`src/sv/szlru_pkg.sv`:
```
`timescale 1ns / 1ps
`default_nettype none

package szlru_pkg;

    localparam int unsigned DEF_SLOTS = 16;
    localparam int unsigned MAX_SLOTS = 256;
    localparam int unsigned SLOT_IW   = $clog2(MAX_SLOTS);
    localparam int unsigned CNT_W     = $clog2(MAX_SLOTS + 1);
    localparam int unsigned TOT_W     = 32 + SLOT_IW;
    localparam int unsigned OUT_TOT_W = 36;

    localparam logic [1:0] REG_SIZE_LIMIT   = 2'd0;
    localparam logic [1:0] REG_LIMIT_ACTIVE = 2'd1;
    localparam logic [1:0] REG_CACHE_ENABLE = 2'd2;

    typedef enum logic [1:0] {
        OP_ADD    = 2'd0,
        OP_DELETE = 2'd1,
        OP_TRIM   = 2'd2,
        OP_NONE   = 2'd3
    } op_t;

    typedef enum logic [2:0] {
        RES_ADDED     = 3'd0,
        RES_REFRESHED = 3'd1,
        RES_REJECTED  = 3'd2,
        RES_EVICTED   = 3'd3,
        RES_DELETED   = 3'd4,
        RES_NOT_FOUND = 3'd5
    } res_t;

    typedef enum logic [1:0] {
        ST_IDLE,
        ST_SCAN,
        ST_DECIDE
    } state_t;

    typedef enum logic [1:0] {
        PH_FIRST,
        PH_CLEAR,
        PH_INSERT
    } phase_t;

    typedef enum logic [1:0] {
        WR_INVALIDATE,
        WR_INSERT,
        WR_STAMP
    } wr_kind_t;

    // write command broadcast to every cell
    typedef struct packed {
        logic               en;
        wr_kind_t           kind;
        logic [SLOT_IW-1:0] idx;
        logic [31:0]        id;
        logic [31:0]        size;
        logic [31:0]        stamp;
    } wr_t;

    // search token that walks the cell chain
    typedef struct packed {
        logic               active;
        logic               match_found;
        logic [SLOT_IW-1:0] match_idx;
        logic [31:0]        match_size;
        logic               free_found;
        logic [SLOT_IW-1:0] free_idx;
        logic               old_found;
        logic [SLOT_IW-1:0] old_idx;
        logic [31:0]        old_age;
        logic [31:0]        old_id;
        logic [31:0]        old_size;
        logic [CNT_W-1:0]   count;
    } scan_t;

endpackage

`default_nettype wire

```
`src/sv/szlru_cell.sv`:
```
`timescale 1ns / 1ps
`default_nettype none

module szlru_cell #(
    parameter int unsigned IDX = 0
) (
    input  wire logic            clk,
    input  wire logic            rst_n,
    input  wire szlru_pkg::wr_t   wr,
    input  wire logic [31:0]     key,
    input  wire logic [31:0]     now,
    input  wire szlru_pkg::scan_t carry_in,
    output szlru_pkg::scan_t      carry_out
);
    import szlru_pkg::*;

    localparam logic [SLOT_IW-1:0] MY_IDX = SLOT_IW'(IDX);

    logic        valid_reg;
    logic [31:0] id_reg;
    logic [31:0] size_reg;
    logic [31:0] stamp_reg;
    scan_t       carry_reg;
    scan_t       carry_next;
    logic [31:0] age;
    logic        hit;

    assign age = now - stamp_reg;
    assign hit = wr.en && (wr.idx == MY_IDX);

    always_comb
    begin
        carry_next = carry_in;
        if (valid_reg)
        begin
            carry_next.count = carry_in.count + CNT_W'(1);
            if (!carry_in.match_found && (id_reg == key))
            begin
                carry_next.match_found = 1'b1;
                carry_next.match_idx   = MY_IDX;
                carry_next.match_size  = size_reg;
            end
            // strict compare keeps the lower slot on a tie
            if (!carry_in.old_found || (age > carry_in.old_age))
            begin
                carry_next.old_found = 1'b1;
                carry_next.old_idx   = MY_IDX;
                carry_next.old_age   = age;
                carry_next.old_id    = id_reg;
                carry_next.old_size  = size_reg;
            end
        end
        else if (!carry_in.free_found)
        begin
            carry_next.free_found = 1'b1;
            carry_next.free_idx   = MY_IDX;
        end
    end

    always_ff @(posedge clk or negedge rst_n)
    begin
        if (!rst_n)
        begin
            valid_reg <= 1'b0;
            carry_reg <= '0;
        end
        else
        begin
            carry_reg <= carry_next;
            if (hit)
            begin
                unique case (wr.kind)
                    WR_INVALIDATE: valid_reg <= 1'b0;
                    WR_INSERT:     valid_reg <= 1'b1;
                    WR_STAMP:      valid_reg <= valid_reg;
                    default:       valid_reg <= valid_reg;
                endcase
            end
        end
    end

    always_ff @(posedge clk)
    begin
        if (hit && (wr.kind == WR_INSERT))
        begin
            id_reg    <= wr.id;
            size_reg  <= wr.size;
            stamp_reg <= wr.stamp;
        end
        else if (hit && (wr.kind == WR_STAMP))
        begin
            stamp_reg <= wr.stamp;
        end
    end

    assign carry_out = carry_reg;

endmodule

`default_nettype wire

```
`config.mk`:
```
export PLATFORM = sky130hd
export DESIGN_NAME = szlru_cell
export DESIGN_NICKNAME = d
export VERILOG_FILES = /design/src/sv/szlru_pkg.sv /design/src/sv/szlru_cell.sv
export SDC_FILE = /design/constraint.sdc
export NUM_CORES = 1
export LEC_CHECK = 0
export ABC_AREA = 0
export ABC_CLOCK_PERIOD_IN_PS = 8300
export BUFFER_PORTS_ARGS = -buffer_cell sky130_fd_sc_hd__buf_4
export CORE_AREA = 2 2 195 197
export CTS_CLUSTER_DIAMETER = 60
export DETAILED_ROUTE_END_ITERATION = 8
export DIE_AREA = 0 0 197 199
export PLACE_DENSITY = 0.66
export SYNTH_ARGS = -nofsm -noshare
export SYNTH_HDL_FRONTEND = slang
export SYNTH_SLANG_ARGS = --single-unit
```
`constraint.sdc`:
```
create_clock -name clk -period 8.3 [get_ports clk]
set_input_delay 1.66 -clock clk [delete_from_list [all_inputs] [get_ports clk]]
set_output_delay 1.66 -clock clk [all_outputs]
set_load 0.05 [all_outputs]
```
==> results.cfg <==
[grt]
first_global_vias = 9829
gr-total-overflow = 0
grt_pass1_wl_um = 58060
grt_start_max_net_pins = 63
antenna_found_initial = 4
grtUsageTotal = 0.1990

[sta]
finalCritPeriodShare = 0.7674
rsz0062_at_grt = no
worst_pin_slew_ps = 1133
min_period_ps = 6369
clock.fmax_ghz = 0.1570
setup_viol = 0
setup_tns_ps = 0
slew-limit-headroom = 0.2448
timing.final.max_slew_violations = 0
skew_ps = 25.33
hold_viol = 0

[setup_path]
r2r_slack_ps = 2910
end_kind = flip-flop
cp.required_ps = 8710
reg2reg_from = stamp_reg[0]
crit_path_start_kind = primary input
rr_worst_depth = 19
critPathMaxFanout = 51
reg2reg_to = carry_out[14]
crit_arrival_ps = 6770
crit_type = in -> reg

[floorplanning]
core-area_um2 = 37130
die_area_um2 = 39200
fp.dieW_um = 197
die_h_um = 199
start_util = 0.3202
row_count = 71
io_pins = 503

[run]
maxCapViolCount = 0

[synthesis]
syn_area_um2 = 11890
synthesis.nets = 1317
ys_types = 51
yosysTopAreaCell = dfrtp_1
yosys_warnings = 0
synth.top_cells.by_area = dfrtp_1 35%, edfxtp_1 24%, mux2_2 9.9%
synth-seq-area-share = 0.5919
synth_top_area_share = 0.3494
avgSynthCellArea_um2 = 13.01
yosys-top-cells-count = 166 x dfrtp_1, 104 x mux2_2, 96 x edfxtp_1, 75 x inv_1, 64 x ha_1
synth-seq-cells = 262
synthCells = 914
synthArstFlopShare = 0.6336
synth_edf_count = 96
yosysMostFrequentCell = dfrtp_1
synth_flop_cell = dfrtp_1

[finish]
drive_gt1_frac = 0.4695
finalNetCount = 1835
area_growth_pct = 46.05
fillers = 3386
final_cell_count_no_fill = 1934
largest_reg_flops = 165

[hold_path]
hp-class = reg -> reg
hold_depth = 1
hp-start = size_reg[28]
min_delay_worst_endpoint = carry_out[151]

[clock_network]
clock_sinks = 262
post_cts_buffers = 0
cts_root_buffer = clkbuf_16
cts_buffers = 35
htreeDepth = 2
cts_hold_buf = 0
cts_tree = done
clk_pin_slew_ps = 60
clockBufferDepth = 3
clk_latency_ps = 540
ctsResizeCount = 0

[route]
wire_per_inst_um = 20.31
drcViolationCount = 0
finalWirelength_um = 39280
vias = 9297
first_pass_iters = 6
antenna_left = 0
first_iter_violations = 357
vias_per_cell = 4.807

[power]
p_per_area_nw_per_um2 = 215.1
leakage_uw = 0.008079
peakVddDrop_v = 0.0001646

[place]
gp_congestion = 0.9398
hpwl_um = 30820
place_inst = 1869
io_buffers = 502

[outcome]
status = finished, final reports clean
-- through the flow --
step                cell area (um^2)  hold WS [ps]  utilization  power [uW]  setup slack, ps
finish                         17360         498.7       0.4676        3735             1931
global placement               16200         483.5       0.4364        2260             1532
CTS                            17360         502.1       0.4674        3777             1987
detailed placement             16200         491.4       0.4364        2266             1436
global route                   17360         520.5       0.4676        3884             1582
floorplan                      11890         476.3            -        1924             2458
-- report_power, final --
part	switching (uW)	leakage (uW)	internal, uW
clock	583	0.000566	911
sequential	26.2	0.00281	1410
combinational	487	0.00470	313
total	1100	0.00808	2640
-- placed cells by master (no fill, tap or decap), types with 6 or more instances in the layout --
master / instances
mux2_2: 104
nand3_1: 11
nor2_1: 23
nand4_1: 22
edfxtp_1: 96
buf_4: 507
nor2b_1: 20
nand2_1: 50
and3_1: 9
a21oi_1: 32
inv_1: 75
o21bai_1: 6
a21o_1: 25
clkbuf_1: 8
xor2_1: 17
nor3_1: 7
o21a_1: 9
clkbuf_16: 36
ha_1: 64
dfrtp_1: 166
and2_1: 11
o21ai_0: 29
xnor2_1: 55
-- how the worst max path moves through the flow --
| stage | end | cells after the start | slack, ps | start |
|---|---|---|---|---|
| after floorplan | carry_out[68] | 21 | 2460 | now[0] |
| after global placement | carry_out[102] | 22 | 1530 | now[0] |
| after detailed placement | carry_out[32] | 21 | 1440 | now[0] |
| after CTS | carry_out[32] | 21 | 1990 | now[0] |
| after global routing | carry_out[102] | 22 | 1580 | now[0] |
| final | carry_out[14] | 21 | 1930 | now[0] |
-- critical path, stage by stage --
cell and delay (ps):
buf_4 110, inv_1 50, ha_1 180, inv_1 60, fa_1 400, a21o_1 200, a221oi_2 390, o221ai_2 260
a21oi_2 290, and4b_1 270, nor3_1 90, or3_4 390, xnor2_1 130, ha_1 280, nand4_1 110, nor2_1 190
nand2_1 110, a21o_1 210, a211oi_4 280, buf_4 640, mux2_2 410
-- routing by layer --
metal | GRT usage | vias up | part of all wire
li1 | - | 4267 | -
met2 | 0.3340 | 407 | 0.49
met1 | 0.2357 | 4536 | 0.39
met3 | 0.06375 | 87 | 0.085
met4 | 0.08326 | 0 | 0.036
met5 | 0 | - | 0
-- cells by family (layout without fill, tap and decap cells) --
| logic type | after synthesis | in the layout | share of synthesized area |
|---|---|---|---|
| mux | 107 | 107 | 0.1015 |
| xor+xnor | 72 | 72 | 0.05304 |
| fa+ha+maj | 65 | 65 | 0.06904 |
| other cells | 0 | 3 | 0 |
| compound gates | 137 | 137 | 0.07840 |
| buf+inv | 102 | 645 | 0.03347 |
| simple gates | 169 | 169 | 0.07272 |
| flops | 262 | 262 | 0.5919 |
-- final cells by class --
class                   count  area, um^2  area share
well taps                 474       593.1     0.03415
multi-input cells         550        4474      0.2577
diodes                      3       7.507   0.0004323
flip-flops and latches    262        7037      0.4052
clock inverters            13       153.9    0.008863
clock buffers              49       999.7     0.05757
inverters                  75       281.5     0.01621
repair buffers            508        3817      0.2198
(Power assumes the default switching activity.)
