--- src/sv/szlru_pkg.sv ---
`timescale 1ns / 1ps
`default_nettype none

package szlru_pkg;

    localparam int unsigned DEF_SLOTS = 16;
    localparam int unsigned MAX_SLOTS = 256;
    localparam int unsigned SLOT_IW   = $clog2(MAX_SLOTS);
    localparam int unsigned CNT_W     = $clog2(MAX_SLOTS + 1);
    localparam int unsigned TOT_W     = 32 + SLOT_IW;
    localparam int unsigned OUT_TOT_W = 36;

    localparam logic [1:0] REG_SIZE_LIMIT   = 2'd0;
    localparam logic [1:0] REG_LIMIT_ACTIVE = 2'd1;
    localparam logic [1:0] REG_CACHE_ENABLE = 2'd2;

    typedef enum logic [1:0] {
        OP_ADD    = 2'd0,
        OP_DELETE = 2'd1,
        OP_TRIM   = 2'd2,
        OP_NONE   = 2'd3
    } op_t;

    typedef enum logic [2:0] {
        RES_ADDED     = 3'd0,
        RES_REFRESHED = 3'd1,
        RES_REJECTED  = 3'd2,
        RES_EVICTED   = 3'd3,
        RES_DELETED   = 3'd4,
        RES_NOT_FOUND = 3'd5
    } res_t;

    typedef enum logic [1:0] {
        ST_IDLE,
        ST_SCAN,
        ST_DECIDE
    } state_t;

    typedef enum logic [1:0] {
        PH_FIRST,
        PH_CLEAR,
        PH_INSERT
    } phase_t;

    typedef enum logic [1:0] {
        WR_INVALIDATE,
        WR_INSERT,
        WR_STAMP
    } wr_kind_t;

    // write command broadcast to every cell
    typedef struct packed {
        logic               en;
        wr_kind_t           kind;
        logic [SLOT_IW-1:0] idx;
        logic [31:0]        id;
        logic [31:0]        size;
        logic [31:0]        stamp;
    } wr_t;

    // search token that walks the cell chain
    typedef struct packed {
        logic               active;
        logic               match_found;
        logic [SLOT_IW-1:0] match_idx;
        logic [31:0]        match_size;
        logic               free_found;
        logic [SLOT_IW-1:0] free_idx;
        logic               old_found;
        logic [SLOT_IW-1:0] old_idx;
        logic [31:0]        old_age;
        logic [31:0]        old_id;
        logic [31:0]        old_size;
        logic [CNT_W-1:0]   count;
    } scan_t;

endpackage

`default_nettype wire

--- src/sv/szlru_ctrl.sv ---
`timescale 1ns / 1ps
`default_nettype none

module szlru_ctrl (
    input  wire logic             clk,
    input  wire logic             rst_n,
    input  wire logic             cfg_we,
    input  wire logic [1:0]       cfg_index,
    input  wire logic [31:0]      cfg_data,
    input  wire logic             in_valid,
    output logic                  in_stall,
    input  wire logic [1:0]       operation,
    input  wire logic [31:0]      item_id,
    input  wire logic [31:0]      item_size,
    output logic                  out_valid,
    input  wire logic             out_stall,
    output logic [2:0]            event_res,
    output logic [31:0]           event_id,
    output logic [35:0]           total_size,
    output logic                  last,
    output szlru_pkg::wr_t        wr,
    output logic [31:0]           key,
    output logic [31:0]           now,
    output logic                  scan_go,
    input  wire szlru_pkg::scan_t  chain_out
);
    import szlru_pkg::*;

    state_t      state_reg, state_next;
    phase_t      phase_reg;
    op_t         op_reg;
    logic [31:0] id_reg, size_reg, budget_reg, target_reg;
    logic        lim_reg;
    logic [TOT_W-1:0] total_reg;
    logic [31:0] clk_reg;
    scan_t       res_reg;
    logic        scan_go_reg;

    logic [31:0] size_limit_reg;
    logic        limit_active_reg, cache_enable_reg;

    logic        out_valid_reg, out_last_reg;
    res_t        out_res_reg;
    logic [31:0] out_id_reg;
    logic [OUT_TOT_W-1:0] out_total_reg;

    logic        accept, out_free, fire, need, more;
    logic        act_emit, act_last, act_tick;
    res_t        act_res;
    logic [31:0] act_id, act_target;
    logic [TOT_W-1:0] act_total, total_evict;
    state_t      act_go;
    phase_t      act_phase;
    wr_t         wr_cmd;

    assign accept   = (state_reg == ST_IDLE) && in_valid;
    assign out_free = !out_valid_reg || !out_stall;
    assign fire     = !act_emit || out_free;

    assign total_evict = total_reg - TOT_W'(res_reg.old_size);
    assign need = lim_reg && ((target_reg == 32'd0) || (total_reg > TOT_W'(target_reg)));
    assign more = ((target_reg == 32'd0) || (total_evict > TOT_W'(target_reg)))
                  && (res_reg.count > CNT_W'(1));

    // action taken on the latched scan result
    always_comb
    begin
        act_emit   = 1'b0;
        act_res    = RES_ADDED;
        act_id     = id_reg;
        act_last   = 1'b1;
        act_total  = total_reg;
        act_go     = ST_DECIDE;
        act_phase  = phase_reg;
        act_target = target_reg;
        act_tick   = 1'b0;
        wr_cmd     = '{en: 1'b0, kind: WR_STAMP, idx: '0, id: id_reg,
                       size: size_reg, stamp: clk_reg};
        unique case (op_reg)
            OP_ADD:
            begin
                unique case (phase_reg)
                    PH_FIRST:
                    begin
                        if (res_reg.match_found)
                        begin
                            wr_cmd.en   = 1'b1;
                            wr_cmd.kind = WR_STAMP;
                            wr_cmd.idx  = res_reg.match_idx;
                            act_tick    = 1'b1;
                            act_emit    = 1'b1;
                            act_res     = RES_REFRESHED;
                            act_go      = ST_IDLE;
                        end
                        else if (lim_reg && (size_reg > budget_reg))
                        begin
                            act_emit = 1'b1;
                            act_res  = RES_REJECTED;
                            act_go   = ST_IDLE;
                        end
                        else
                        begin
                            act_phase  = PH_CLEAR;
                            act_target = budget_reg - size_reg;
                        end
                    end
                    PH_CLEAR:
                    begin
                        if (need && res_reg.old_found)
                        begin
                            wr_cmd.en   = 1'b1;
                            wr_cmd.kind = WR_INVALIDATE;
                            wr_cmd.idx  = res_reg.old_idx;
                            act_total   = total_evict;
                            act_emit    = 1'b1;
                            act_res     = RES_EVICTED;
                            act_id      = res_reg.old_id;
                            act_last    = 1'b0;
                            act_go      = ST_SCAN;
                        end
                        else
                        begin
                            if (need)
                                act_total = '0;
                            act_phase = PH_INSERT;
                        end
                    end
                    PH_INSERT:
                    begin
                        if (res_reg.free_found)
                        begin
                            wr_cmd.en   = 1'b1;
                            wr_cmd.kind = WR_INSERT;
                            wr_cmd.idx  = res_reg.free_idx;
                            act_total   = total_reg + TOT_W'(size_reg);
                            act_tick    = 1'b1;
                            act_emit    = 1'b1;
                            act_res     = RES_ADDED;
                            act_go      = ST_IDLE;
                        end
                        else if (res_reg.old_found)
                        begin
                            // table full: drop the oldest, then rescan
                            wr_cmd.en   = 1'b1;
                            wr_cmd.kind = WR_INVALIDATE;
                            wr_cmd.idx  = res_reg.old_idx;
                            act_total   = total_evict;
                            act_emit    = 1'b1;
                            act_res     = RES_EVICTED;
                            act_id      = res_reg.old_id;
                            act_last    = 1'b0;
                            act_go      = ST_SCAN;
                        end
                        else
                        begin
                            act_go = ST_IDLE;
                        end
                    end
                    default:
                    begin
                        act_go = ST_IDLE;
                    end
                endcase
            end
            OP_DELETE:
            begin
                act_emit = 1'b1;
                act_go   = ST_IDLE;
                if (res_reg.match_found)
                begin
                    wr_cmd.en   = 1'b1;
                    wr_cmd.kind = WR_INVALIDATE;
                    wr_cmd.idx  = res_reg.match_idx;
                    act_total   = total_reg - TOT_W'(res_reg.match_size);
                    act_res     = RES_DELETED;
                end
                else
                begin
                    act_res = RES_NOT_FOUND;
                end
            end
            OP_TRIM:
            begin
                act_go = ST_IDLE;
                if (need && res_reg.old_found)
                begin
                    wr_cmd.en   = 1'b1;
                    wr_cmd.kind = WR_INVALIDATE;
                    wr_cmd.idx  = res_reg.old_idx;
                    act_total   = total_evict;
                    act_emit    = 1'b1;
                    act_res     = RES_EVICTED;
                    act_id      = res_reg.old_id;
                    act_last    = !more;
                    act_go      = more ? ST_SCAN : ST_IDLE;
                end
                else if (need)
                begin
                    act_total = '0;
                end
            end
            OP_NONE:
            begin
                act_go = ST_IDLE;
            end
            default:
            begin
                act_go = ST_IDLE;
            end
        endcase
    end

    always_comb
    begin
        state_next = state_reg;
        unique case (state_reg)
            ST_IDLE:
            begin
                if (accept)
                begin
                    priority if ((op_t'(operation) == OP_ADD) || (op_t'(operation) == OP_DELETE))
                        state_next = ST_SCAN;
                    else if ((op_t'(operation) == OP_TRIM) && limit_active_reg)
                        state_next = ST_SCAN;
                    else
                        state_next = ST_IDLE;
                end
            end
            ST_SCAN:
            begin
                if (chain_out.active)
                    state_next = ST_DECIDE;
            end
            ST_DECIDE:
            begin
                if (fire)
                    state_next = act_go;
            end
            default:
            begin
                state_next = ST_IDLE;
            end
        endcase
    end

    always_comb
    begin
        wr    = wr_cmd;
        wr.en = wr_cmd.en && fire && (state_reg == ST_DECIDE);
    end

    always_ff @(posedge clk or negedge rst_n)
    begin
        if (!rst_n)
        begin
            state_reg        <= ST_IDLE;
            phase_reg        <= PH_FIRST;
            total_reg        <= '0;
            clk_reg          <= '0;
            scan_go_reg      <= 1'b0;
            size_limit_reg   <= '0;
            limit_active_reg <= 1'b0;
            cache_enable_reg <= 1'b1;
            out_valid_reg    <= 1'b0;
        end
        else
        begin
            state_reg   <= state_next;
            scan_go_reg <= (state_next == ST_SCAN) && (state_reg != ST_SCAN);
            if (cfg_we)
            begin
                if (cfg_index == REG_SIZE_LIMIT)
                    size_limit_reg <= cfg_data;
                else if (cfg_index == REG_LIMIT_ACTIVE)
                    limit_active_reg <= cfg_data[0];
                else if (cfg_index == REG_CACHE_ENABLE)
                    cache_enable_reg <= cfg_data[0];
            end
            if (accept)
            begin
                phase_reg <= (op_t'(operation) == OP_TRIM) ? PH_CLEAR : PH_FIRST;
            end
            else if ((state_reg == ST_DECIDE) && fire)
            begin
                phase_reg <= act_phase;
                total_reg <= act_total;
                if (act_tick)
                    clk_reg <= clk_reg + 32'd1;
            end
            if ((state_reg == ST_DECIDE) && fire && act_emit)
                out_valid_reg <= 1'b1;
            else if (!out_stall)
                out_valid_reg <= 1'b0;
        end
    end

    always_ff @(posedge clk)
    begin
        if (accept)
        begin
            op_reg     <= op_t'(operation);
            id_reg     <= item_id;
            size_reg   <= item_size;
            lim_reg    <= limit_active_reg;
            budget_reg <= cache_enable_reg ? size_limit_reg : 32'd0;
            target_reg <= cache_enable_reg ? size_limit_reg : 32'd0;
        end
        else if ((state_reg == ST_DECIDE) && fire)
        begin
            target_reg <= act_target;
        end
        if ((state_reg == ST_SCAN) && chain_out.active)
            res_reg <= chain_out;
        if ((state_reg == ST_DECIDE) && fire && act_emit)
        begin
            out_res_reg   <= act_res;
            out_id_reg    <= act_id;
            out_last_reg  <= act_last;
            out_total_reg <= (act_total[TOT_W-1:OUT_TOT_W] != '0)
                             ? {OUT_TOT_W{1'b1}} : act_total[OUT_TOT_W-1:0];
        end
    end

    assign in_stall   = (state_reg != ST_IDLE);
    assign out_valid  = out_valid_reg;
    assign event_res  = out_res_reg;
    assign event_id   = out_id_reg;
    assign total_size = out_total_reg;
    assign last       = out_last_reg;
    assign key        = id_reg;
    assign now        = clk_reg;
    assign scan_go    = scan_go_reg;

endmodule

`default_nettype wire

--- config.mk ---
export PLATFORM = sky130hd
export DESIGN_NAME = szlru_ctrl
export DESIGN_NICKNAME = d
export VERILOG_FILES = /design/src/sv/szlru_pkg.sv /design/src/sv/szlru_ctrl.sv
export SDC_FILE = /design/constraint.sdc
export NUM_CORES = 1
export LEC_CHECK = 0
export BUFFER_PORTS_ARGS = -buffer_cell sky130_fd_sc_hd__buf_4
export CAP_MARGIN = 20
export CELL_PAD_IN_SITES_DETAIL_PLACEMENT = 2
export CELL_PAD_IN_SITES_GLOBAL_PLACEMENT = 2
export CORE_AREA = 4 4 307 309
export CTS_BUF_LIST = sky130_fd_sc_hd__clkbuf_4 sky130_fd_sc_hd__clkbuf_8
export CTS_CLUSTER_SIZE = 40
export DETAILED_ROUTE_END_ITERATION = 8
export DIE_AREA = 0 0 311 313
export GPL_TIMING_DRIVEN = 0
export PLACE_DENSITY_LB_ADDON = 0.25
export SLEW_MARGIN = 20
export SYNTH_ARGS = -nofsm -noshare
export SYNTH_HDL_FRONTEND = slang
export SYNTH_SLANG_ARGS = --single-unit
--- constraint.sdc ---
create_clock -name clk -period 10.4 [get_ports clk]
set_input_delay 2.08 -clock clk [delete_from_list [all_inputs] [get_ports clk]]
set_output_delay 2.08 -clock clk [all_outputs]
set_load 0.01 [all_outputs]
==> metrics.txt <==
H-tree depth 3; vias in the first global route 30,900; worst-skew pair later-pin latency 770 ps; relative slew slack 13.5%; Sw Ratio 47.8%; CTS resizes 0; synthesized area per cell 9.39 µm²; endpoint class of the critical path primary output; GR Util All Layers 28.1%; Post-Syn Area 0.0299 mm²; share of cells above drive strength 1 21.1%; number of synthesized register bits 446; Post-Syn Instances 3,186; largest net degree at the start of global routing 74; total CTS buffers 87; die height 313 µm; Clk pin slew, worst setup/hold paths 60 ps; most common cell after layout, fill and taps aside buf_4; core area 0.0914 mm²; initial antenna violation count 5; Slew Limit Fails 0; Adder-Cell Fraction of Synth Area 8.51%; Main synth FF type edfxtp_1; Leak 0.0157 µW; status completed; peak fanout along the critical path 10; crit path kind reg2out; wire length per cell 28.1 µm; via count 28,900; Synth Area in XOR/XNOR 4.01%; Post-DP HPWL 113 mm; commonest cells after routing, fill and taps aside buf_4, nand2_1, edfxtp_1, o21ai_0, nor2_1; Largest register FFs 131; net count reported at finish 4,248; initial core utilization 32.7%; worst vdd ir 110 µV; Max Clk Rate 112 MHz; Detailed Routing Iterations Pass 1 5; Syn. warnings 0; hold crit path type reg2reg; first-pass GRT wire length 206 mm; power per cell area 266 mW/mm²; post-layout minimum cycle time 8900 ps; total congestion overflow 0; Iteration-0 DRC Markers 1,961; clk buf depth 3; CTS tree built; maxcap violations 0; final wirelength 142 mm; Post-DRT Antenna Nets 0; Post-Synthesis Net Count 3,657; Setup TNS 0 ps; fin area 0.0372 mm²; Crit path arrival time 6820 ps; Flop pwr share 27.7%; hold buffers post-CTS 0; worst hold slack 495 ps; Final Hold Fails 0; main combinational cell family by area after synthesis compound AO/OA/AOI/OAI gates; RSZ-0062 raised after global routing no; die width 311 µm; Int Power 5170 µW; post-place instance area 0.0354 mm²; Post-CTS Setup Inserts 0; post-synthesis sequential area ratio 42.9%; Placer Congestion 0.988; Post-Synth Simple-Gate Area 15.0%; Root Buffer clkbuf_8; Worst Setup Start Kind register; Synth cell types 86; mux share of post-synthesis cell area 2.41%; Setup Skew 72.4 ps; vias per cell 5.73; Post-synth EDFFs 334; DR DRC count 0; Die Area 0.0973 mm²; required time of the worst setup path 8320 ps; final setup vio count 0; Layout fillers 10,100; fin crit share 85.6%; post-synthesis compound-gate area fraction 21.1%; async set or reset register ratio after synthesis 25.1%; # IOs 516; Worst-Margin Slew 1280 ps; FP Rows 111; fin util 40.7%; switching power 4720 µW; Area Growth Syn to Fin 24.3%; combinational power share 53.5%; CTS Sinks 446; port buffer count 482; Clock power frac 18.8%
[metrics by stage]
step	total power [µW]	worst slack, ps	cells
floorplan	5810	2770	3186
global placement	7780	-1030	4854
detailed placement	7950	2470	4874
CTS	9870	1610	5038
global route	10500	1330	5040
finish	9890	1500	5040
[power by group through the flow]
stage / sequential [µW] / clock, µW / combinational, µW
2_1_floorplan: 2600 / 0 / 3200
3_3_place_gp: 2790 / 0 / 4990
3_5_place_dp: 2760 / 0 / 5190
4_1_cts: 2730 / 1920 / 5220
5_1_grt: 2760 / 2000 / 5720
6_report: 2740 / 1860 / 5300
[path summary, 6_finish.rpt]
| check | to | depth (start not counted) | from | slack [ps] |
|---|---|---|---|---|
| max in group asynchronous | total_reg[1]$_DFFE_PN0P_ | 2 | rst_n | 8380 |
| max reg2reg | state_reg[0]$_DFF_PN0_ | 23 | total_reg[0]$_DFFE_PN0P_ | 3060 |
| min reg2reg | size_limit_reg[26]$_DFFE_PN0P_ | 1 | size_limit_reg[26]$_DFFE_PN0P_ | 500 |
| min in group asynchronous | now[26]$_DFFE_PN0P_ | 1 | rst_n | 1210 |
| max | wr[106] | 11 | total_reg[23]$_DFFE_PN0P_ | 1500 |
| min | size_limit_reg[26]$_DFFE_PN0P_ | 1 | size_limit_reg[26]$_DFFE_PN0P_ | 500 |
[cell families after synthesis]
| kind of cell | count (synthesis) |
|---|---|
| flops | 446 |
| xor+xnor | 137 |
| simple gates | 964 |
| compound gates | 959 |
| buf+inv | 413 |
| mux | 66 |
| fa+ha+maj | 201 |
[cell type report]
type                       count  area [µm²]  area share, %
clock inverter                42         297          0.797
sequential                   446       12800           34.5
multi-input combinational   2327       15300           41.2
clock buffer                 122        1490           4.01
tap                         1186        1480           3.99
antenna                        2        5.00         0.0135
buffer                       212        1070           2.88
inverter                     201         754           2.03
timing repair buffer         502        3940           10.6
[critical path, cell delays in order (launching register included)]
cell	delay (ps)
dfrtp_1	680
ha_1	450
nand4_1	180
nor4bb_1	730
a311o_1	590
nand2_1	470
a221oi_1	730
a21o_1	250
clkbuf_1	680
buf_1	920
a21oi_1	120
buf_4	220
[synthesized netlist by cell type (17+ instances only)]
| cell type | instances | area (µm²) |
|---|---|---|
| o21a_1 | 32 | 240 |
| and2_1 | 53 | 332 |
| a22oi_1 | 29 | 218 |
| xnor2_1 | 84 | 736 |
| xor2_1 | 53 | 464 |
| a211o_1 | 18 | 158 |
| o31ai_1 | 23 | 173 |
| a211oi_1 | 34 | 255 |
| o21bai_1 | 21 | 158 |
| nand4_1 | 57 | 357 |
| ha_1 | 197 | 2460 |
| o211ai_1 | 20 | 150 |
| o21ai_0 | 250 | 1250 |
| a31oi_1 | 19 | 119 |
| or3_1 | 20 | 125 |
| dfrtp_1 | 111 | 2780 |
| edfxtp_1 | 334 | 10000 |
| nor2_1 | 233 | 875 |
| o22ai_1 | 33 | 206 |
| mux2i_1 | 17 | 170 |
| nor2b_1 | 23 | 144 |
| mux2_2 | 49 | 552 |
| a221oi_1 | 28 | 245 |
| nand2_1 | 357 | 1340 |
| nand3_1 | 78 | 390 |
| nor4_1 | 23 | 144 |
| clkbuf_1 | 123 | 462 |
| nand2b_1 | 18 | 113 |
| a221o_1 | 27 | 270 |
| o221ai_1 | 19 | 166 |
| nor3_1 | 38 | 190 |
| buf_4 | 64 | 480 |
| a21oi_1 | 230 | 1150 |
| inv_1 | 198 | 743 |
| a21o_1 | 60 | 450 |
[metal layers]
| layer | global-route usage [%] | vias to the layer above | wire, µm |
|---|---|---|---|
| li1 | - | 12900 | - |
| met1 | 34.7 | 14700 | 58800 |
| met2 | 49.2 | 965 | 69500 |
| met3 | 3.87 | 271 | 7070 |
| met4 | 12.2 | 0 | 6440 |
| met5 | 0 | - | 0 |
Power figures use the tool's default switching activity.
